===== config.mk =====
export PLATFORM = sky130hd
export DESIGN_NAME = crit_regs
export DESIGN_NICKNAME = d
export VERILOG_FILES = /design/src/hdl/crit_pkg.sv /design/src/hdl/crit_regs.sv
export SDC_FILE = /design/constraint.sdc
export NUM_CORES = 1
export LEC_CHECK = 0
export BUFFER_PORTS_ARGS = -buffer_cell sky130_fd_sc_hd__buf_2
export CELL_PAD_IN_SITES_DETAIL_PLACEMENT = 1
export CELL_PAD_IN_SITES_GLOBAL_PLACEMENT = 2
export CORE_AREA = 2 2 96 98
export CTS_CLUSTER_DIAMETER = 30
export DETAILED_ROUTE_END_ITERATION = 10
export DIE_AREA = 0 0 98 100
export PLACE_DENSITY = 0.87
export SLEW_MARGIN = 20
export SYNTH_ARGS = -nofsm -noshare
export SYNTH_HDL_FRONTEND = slang
export SYNTH_SLANG_ARGS = --single-unit

===== constraint.sdc =====
create_clock -name clk -period 7.39 [get_ports clk]
set_input_delay 0.3695 -clock clk [delete_from_list [all_inputs] [get_ports clk]]
set_output_delay 0.3695 -clock clk [all_outputs]
set_load 0.05 [all_outputs]

===== src/hdl/crit_pkg.sv =====
// shared types and constants for the cartridge register page
package crit_pkg;

  localparam int RamDepthDefault = 2048;

  localparam logic [1:0] ACT_TICK = 2'd0;
  localparam logic [1:0] ACT_RD   = 2'd1;
  localparam logic [1:0] ACT_WR   = 2'd2;
  localparam logic [1:0] ACT_BANK = 2'd3;

  localparam logic [1:0] ROUTE_LOCAL    = 2'd0;
  localparam logic [1:0] ROUTE_DISK     = 2'd1;
  localparam logic [1:0] ROUTE_DISK_IRQ = 2'd2;
  localparam logic [1:0] ROUTE_APU      = 2'd3;

  localparam logic [11:0] REG_DISK_LO    = 12'h040;
  localparam logic [11:0] REG_DISK_HI    = 12'h047;
  localparam logic [11:0] REG_TIMER_ON   = 12'h048;
  localparam logic [11:0] REG_TIMER_OFFA = 12'h049;
  localparam logic [11:0] REG_UNUSED_A   = 12'h04A;
  localparam logic [11:0] REG_TIMER_OFFB = 12'h04B;
  localparam logic [11:0] REG_IRQ_CTL    = 12'h04C;
  localparam logic [11:0] REG_UNUSED_D   = 12'h04D;
  localparam logic [11:0] REG_UNUSED_E   = 12'h04E;
  localparam logic [11:0] REG_UNUSED_F   = 12'h04F;

  localparam int RamSelBit  = 11;
  localparam int MaskTopBit = 23;
  localparam int MaskBase   = 7;

  typedef struct packed {
    logic [1:0]  action;
    logic [11:0] addr;
    logic [7:0]  data;
  } req_t;

  typedef struct packed {
    logic [7:0] read_data;
    logic [1:0] route;
    logic       irq_asserted;
    logic [6:0] prg_bank_out;
    logic       bios_bank_out;
  } rsp_t;

  typedef struct packed {
    logic [1:0] route;
    logic       irq;
    logic [6:0] prg_bank;
    logic       bios_bank;
  } stat_t;

endpackage


===== src/hdl/crit_regs.sv =====
// bank registers, timer, irq and address decode
module crit_regs (
  input  logic            clk,
  input  logic            rst,
  input  logic            accept,
  input  crit_pkg::req_t  req,
  output crit_pkg::stat_t stat_next
);

  logic [6:0]  prg_bank, prg_bank_next;
  logic        bios_bank, bios_bank_next;
  logic        timer_enable, timer_enable_next;
  logic [23:0] match_mask, match_mask_next;
  logic [23:0] cycle_count, cycle_count_next;
  logic        irq_level, irq_level_next;
  logic [23:0] count_inc;
  logic [1:0]  route;
  logic        is_ram;
  logic        is_disk;

  assign count_inc = cycle_count + 24'd1;
  assign is_ram    = req.addr[crit_pkg::RamSelBit];
  assign is_disk   = req.addr >= crit_pkg::REG_DISK_LO && req.addr <= crit_pkg::REG_DISK_HI;

  always_comb begin
    prg_bank_next     = prg_bank;
    bios_bank_next    = bios_bank;
    timer_enable_next = timer_enable;
    match_mask_next   = match_mask;
    cycle_count_next  = cycle_count;
    irq_level_next    = irq_level;
    route             = crit_pkg::ROUTE_LOCAL;
    unique case (req.action)
      crit_pkg::ACT_TICK: begin
        if ((cycle_count & match_mask) == 24'd0) begin
          cycle_count_next = count_inc;
          if ((count_inc & match_mask) != 24'd0 && timer_enable) begin
            irq_level_next = 1'b1;
          end
        end
      end
      crit_pkg::ACT_RD: begin
        if (is_ram) begin
          route = crit_pkg::ROUTE_LOCAL;
        end else if (is_disk) begin
          route = crit_pkg::ROUTE_DISK;
        end else if (req.addr == crit_pkg::REG_IRQ_CTL) begin
          route = crit_pkg::ROUTE_DISK_IRQ;
        end else begin
          route = crit_pkg::ROUTE_APU;
        end
      end
      crit_pkg::ACT_WR: begin
        if (is_ram) begin
          route = crit_pkg::ROUTE_LOCAL;
        end else if (is_disk) begin
          route = crit_pkg::ROUTE_DISK;
        end else begin
          unique case (req.addr)
            crit_pkg::REG_TIMER_ON: begin
              timer_enable_next = 1'b1;
              cycle_count_next  = 24'd0;
            end
            crit_pkg::REG_TIMER_OFFA, crit_pkg::REG_TIMER_OFFB: begin
              timer_enable_next = 1'b0;
              irq_level_next    = 1'b0;
            end
            crit_pkg::REG_IRQ_CTL: begin
              match_mask_next = 24'd1 << crit_pkg::MaskTopBit;
              irq_level_next  = 1'b0;
              if (req.data[3]) begin
                match_mask_next[5'(crit_pkg::MaskBase) + 5'(req.data[2:0])] = 1'b1;
                if (req.data[2:0] == 3'd0) begin
                  irq_level_next = 1'b1;
                end
              end
            end
            crit_pkg::REG_UNUSED_A, crit_pkg::REG_UNUSED_D,
            crit_pkg::REG_UNUSED_E, crit_pkg::REG_UNUSED_F: begin
              route = crit_pkg::ROUTE_LOCAL;
            end
            default: begin
              route = crit_pkg::ROUTE_APU;
            end
          endcase
        end
      end
      crit_pkg::ACT_BANK: begin
        if (req.addr[0]) begin
          bios_bank_next = req.data[0];
        end else begin
          prg_bank_next = req.data[6:0];
        end
      end
      default: begin
        route = crit_pkg::ROUTE_LOCAL;
      end
    endcase
  end

  assign stat_next.route     = route;
  assign stat_next.irq       = irq_level_next;
  assign stat_next.prg_bank  = prg_bank_next;
  assign stat_next.bios_bank = bios_bank_next;

  always_ff @(posedge clk) begin
    if (rst) begin
      prg_bank     <= '0;
      bios_bank    <= 1'b0;
      timer_enable <= 1'b0;
      match_mask   <= '0;
      cycle_count  <= '0;
      irq_level    <= 1'b0;
    end else if (accept) begin
      prg_bank     <= prg_bank_next;
      bios_bank    <= bios_bank_next;
      timer_enable <= timer_enable_next;
      match_mask   <= match_mask_next;
      cycle_count  <= cycle_count_next;
      irq_level    <= irq_level_next;
    end
  end

endmodule


* Yosys cells after proc, flatten, opt, wreduce, memory -nomap -nowiden
Index checks and enable logic that the tools add are counted.
** Operators by class
- Reductions and logical operators :: 14
- Eq/ne operators :: 15
- Magnitude comparators :: 4
- Add/sub/neg operators :: 2
- Bitwise logic cells :: 4
- Muxes and demuxes :: 28
** Operator list (count)
- 12-bit by 7-bit equality test with 1-bit output (second input constant) :: 8
- 24-bit two-way mux :: 4
- 24-bit AND :: 2
- 24-bit case mux with 2 select lines :: 1
- 24-bit by 1-bit adder with 24-bit output (second input constant) :: 1
- 24-bit logical NOT :: 1
- 24-bit nonzero test :: 1
- 23-bit two-way mux :: 1
- 7-bit two-way mux :: 2
- 12-bit by 7-bit greater-or-equal comparator with 1-bit output (second input constant) :: 1
- 12-bit by 7-bit less-or-equal comparator with 1-bit output (second input constant) :: 1
- 1-bit two-way mux :: 10
- 2-bit two-way mux :: 5
- 5-bit AND reduction :: 2
- 8-bit OR reduction :: 1
- 4-bit by 6-bit less-than comparator with 1-bit output (second input constant) :: 1
- 2-bit != test (second input constant) :: 3
- 1-bit case mux with 2 select lines :: 3
- 6-bit AND reduction :: 1
- 1-bit demux with 5-bit select :: 1
- 3-bit by 3-bit adder with 4-bit output (first input constant) :: 1
- 2-bit equality test (second input constant) :: 2
- 4-bit by 1-bit greater-or-equal comparator with 1-bit output (second input constant) :: 1
- 2-bit case mux with 2 select lines :: 1
- other kinds (8) :: 12
** Word-level totals
- Logic and storage cells :: 73
- Flip-flop bits (word level) :: 58

* Longest topological paths before layout
- Depth after elaboration :: 7
- Depth in mapped cells :: 11

* Least setup slack after synthesis
OpenSTA, ideal clock, no wires.
- Path kind :: register -> output
- From :: register cycle_count[0]
- To :: output port stat_next[8] in the netlist's numbering
- Setup slack :: 4.638 ns
- Path buffers :: 2
- Stages on the path, launching flop included :: 11
- Arrival :: 2.383 ns
- Path through :: dfxtp_1 > ha_1 > clkbuf_1 > nand4_1 > nor4_1 > xor2_1 > a22oi_1 > nand2_1 > o31ai_1 > nand2_1 > buf_4
** Between the ends
- Cells in the longest elaborated chain, start to end :: 7
- Elaborated cells between the ends (all ways) :: 9
- Classes of those cells :: 1 x add/sub; 3 x mux; 2 x bitwise; 3 x reduce/logical
** RTL lines
- start, declared :: line crit_regs.sv:14 : logic [23:0] cycle_count, cycle_count_next;
- start signal, assigned :: line crit_regs.sv:119 : cycle_count <= cycle_count_next;
- 24-bit by 1-bit adder with 24-bit output :: line crit_regs.sv:21 : assign count_inc = cycle_count + 24'd1;
- 24-bit AND :: line crit_regs.sv:37 : if ((count_inc & match_mask) != 24'd0 && timer_enable) begin
- 24-bit nonzero test :: line crit_regs.sv:37
- 1-bit logical AND :: line crit_regs.sv:37
- 1-bit two-way mux :: line crit_regs.sv:37
- 1-bit two-way mux (*) :: line crit_regs.sv:35 : if ((cycle_count & match_mask) == 24'd0) begin
- 1-bit case mux with 2 select lines (*) :: line crit_regs.sv:33 : unique case (req.action)
- end, declared :: line crit_regs.sv:7 : output crit_pkg::stat_t stat_next
Every way passes the cells marked *; elsewhere a longest branch is shown, timed or not.

==> reports/summary.txt <==
CTS buffer count = 5
Post-CTS Hold Buffers = 0
crit path launch type = flop
cell row count = 35
Synth async-reset ratio = 0%
pins over their slew limit = 0
CP Buf/Inv Count = 1
average size of a mapped cell = 8.254 sq um
final setup fails = 0
Buffers on Ports = 34
initial antenna violation count = 0
die area = 9800 sq um
final period utilization = 49.35%
DRC errors left = 0
Post-synth EDFFs = 0
global-route wire length before repair = 13860 um
Sink Count = 51
Crit path arrival time = 3280 ps
top cells by area, synth = dfxtp_1, nor2_1, xnor2_1
Max stage delay on crit path = 770 ps
critical path depth = 9
CTS max path bufs = 2
highest clock rate = 274.2 MHz
post-synthesis sequential area ratio = 34.36%
Multi-input gate area = 1764 sq um
Post-CTS Resized = 0
Ant. Diodes = 0
Hold Crit Depth = 2
static leakage = 1.221 nW
Worst Setup End Kind = primary output
most frequent CP cell = nand2_1
Slew HR = 36.60%
largest net degree at the start of global routing = 31
Worst path slowest cell = nor4_1
first-iteration detailed-routing DRC count = 155
filler cell count = 1101
DR pass1 iterations = 4
GP Congestion = 0.7729
Hold WC Path Type = in2reg
Area growth syn-to-layout = 9.221%
Global Route Usage Sum = 17.30%
WL/cell = 16.76 um
CTS tree = yes
Worst Path Required = 7020 ps
clk root buf = clkbuf_8
Critical Path, Cell by Cell = ha_1 -> nand4_1 -> nor4_1 -> xor2_1 -> a22oi_1 -> nand2_1 -> o31ai_1 -> nand2_1 -> buf_2
status = completed
clock slew at reported path FFs = 90 ps
sequential cell area = 1021 sq um
final wirelength = 8213 um
Synth Net Count = 390
vias in the first global route = 2816
Top Ports = 36
final net count = 409
Post-CTS Repair Setup Buffers = 0
Synth area leader = dfxtp_1
Post-Synthesis Cells = 360
Synth warnings = 0
CP Max Fanout = 8
share of the synthesized area in the top cell type = 34.36%
die width = 98 um
Pwr Density = 165.1 nW/um^2
# H-tree levels = 2
Hold Vio Cnt, Final = 0
vias per std cell = 5.500
gr ovfl total = 0
Setup TNS Final = 0 ps
Unique masters post-synth = 57
Cell Area, Synth = 2972 sq um
Initial Util = 33.43%
Crit path max-delay family = simple AND/OR/NAND/NOR gates
Max Cap Viol = 0
Clock Latency Late Sink = 300 ps
final clock skew = 6.835 ps
layout cells sized above 1 = 17.41%
Worst VDD drop = 0.08895 mV
Antenna Nets Post-Route = 0
Period minus WS final = 3647 ps
reg2reg path depth = 8
RSZ-0062 raised after global routing = no
Post-Route Utilization = 36.51%
Synth Register Bits = 51
CORE AREA = 8890 sq um
vias = 2695
chip height = 100 um
DP Wirelength = 6099 um
Worst-Margin Slew = 951.0 ps
ys flop type = dfxtp_1
critical path class = reg2out
## Yosys cell counts, types with 2 or more instances
| cell type | count |
|---|---|
| nor2_1 | 53 |
| dfxtp_1 | 51 |
| nand2_1 | 25 |
| a21oi_1 | 21 |
| nor3_1 | 19 |
| xnor2_1 | 17 |
| nand3_1 | 15 |
| and3_1 | 11 |
| clkbuf_1 | 11 |
| inv_1 | 10 |
| o21ai_0 | 10 |
| xor2_1 | 10 |
| nor4_1 | 9 |
| a22oi_1 | 8 |
| mux2_2 | 8 |
| nand4_1 | 7 |
| and4_1 | 5 |
| ha_1 | 5 |
| a31oi_1 | 4 |
| buf_2 | 4 |
| nand2b_1 | 4 |
| a222oi_1 | 3 |
| and2_1 | 3 |
| buf_4 | 3 |
| clkbuf_8 | 3 |
| nand3b_1 | 3 |
| a221oi_1 | 2 |
| a31o_2 | 2 |
| mux2i_1 | 2 |
| nand3_2 | 2 |
| nor2b_1 | 2 |
| nor4b_2 | 2 |
| or4_4 | 2 |
## worst paths after layout
| check | start | to | slack (ps) |
|---|---|---|---|
| max | cycle_count[0] | stat_next[8] | 3740 |
| min | req[8] | timer_enable | 310 |
| max reg2reg | cycle_count[0] | irq_level | 4430 |
| min reg2reg | bios_bank | bios_bank | 480 |
## layer usage
metal  GRT usage, %  up-vias  wire [um]
li1               -     1317          -
met5              0        -          0
met1          21.74     1311       3798
met2          31.09       61       3969
met4          4.060        0         65
met3          2.855        6        381
## sequential cells by signal, indices dropped and copies added, names as in the netlist
name / cells
cycle_count: 24
match_mask: 17
prg_bank: 7
bios_bank: 1
irq_level: 1
timer_enable: 1
## layout make-up
cell class                 instances  share of cell area (%)
timing repair buffer              35                   5.474
sequential                        51                   31.46
multi-input combinational        275                   54.36
clock buffer                       6                   2.236
inverter                          11                   1.272
clock inverter                     1                  0.9252
tap                              111                   4.279
## power by group
part / internal, mW / total (mW) / switching [mW]
logic: 0.0197 / 0.0657 / 0.0460
clock network: 0.0995 / 0.190 / 0.0910
registers: 0.278 / 0.280 / 0.00198
## placed cells by master, fill, tap and decap left out, types with 11 or more instances in the layout
master	n
and3_1	11
dfxtp_1	51
nor3_1	19
buf_2	34
nand2_1	25
nand3_1	15
nor2_1	53
a21oi_1	21
xnor2_1	17
## cell families (layout without fill, tap and decap cells)
kind of cell	Yosys count	count (layout)	synth area share [%]
simple gates	172	172	31.45
compound gates	61	61	14.15
flops	51	51	34.36
buf+inv	34	53	6.274
xor+xnor	27	27	7.958
mux	10	10	3.705
fa+ha+maj	5	5	2.105
## stage by stage
| step | worst slack [ps] | area [sq um] | instances | hold slack (ps) | power, mW |
|---|---|---|---|---|---|
| 2_1_floorplan | 4638 | 2972 | 360 | 441.9 | 0.3348 |
| 3_3_place_gp | 4157 | 3143 | 483 | 447.8 | 0.3506 |
| 3_5_place_dp | 4108 | 3143 | 483 | 460.3 | 0.3525 |
| 4_1_cts | 3751 | 3246 | 490 | 306.4 | 0.5430 |
| 5_1_grt | 3435 | 3246 | 490 | 314.0 | 0.5629 |
| 6_report | 3743 | 3246 | 490 | 307.1 | 0.5360 |
Note: power is estimated with default switching activity, not from simulation.
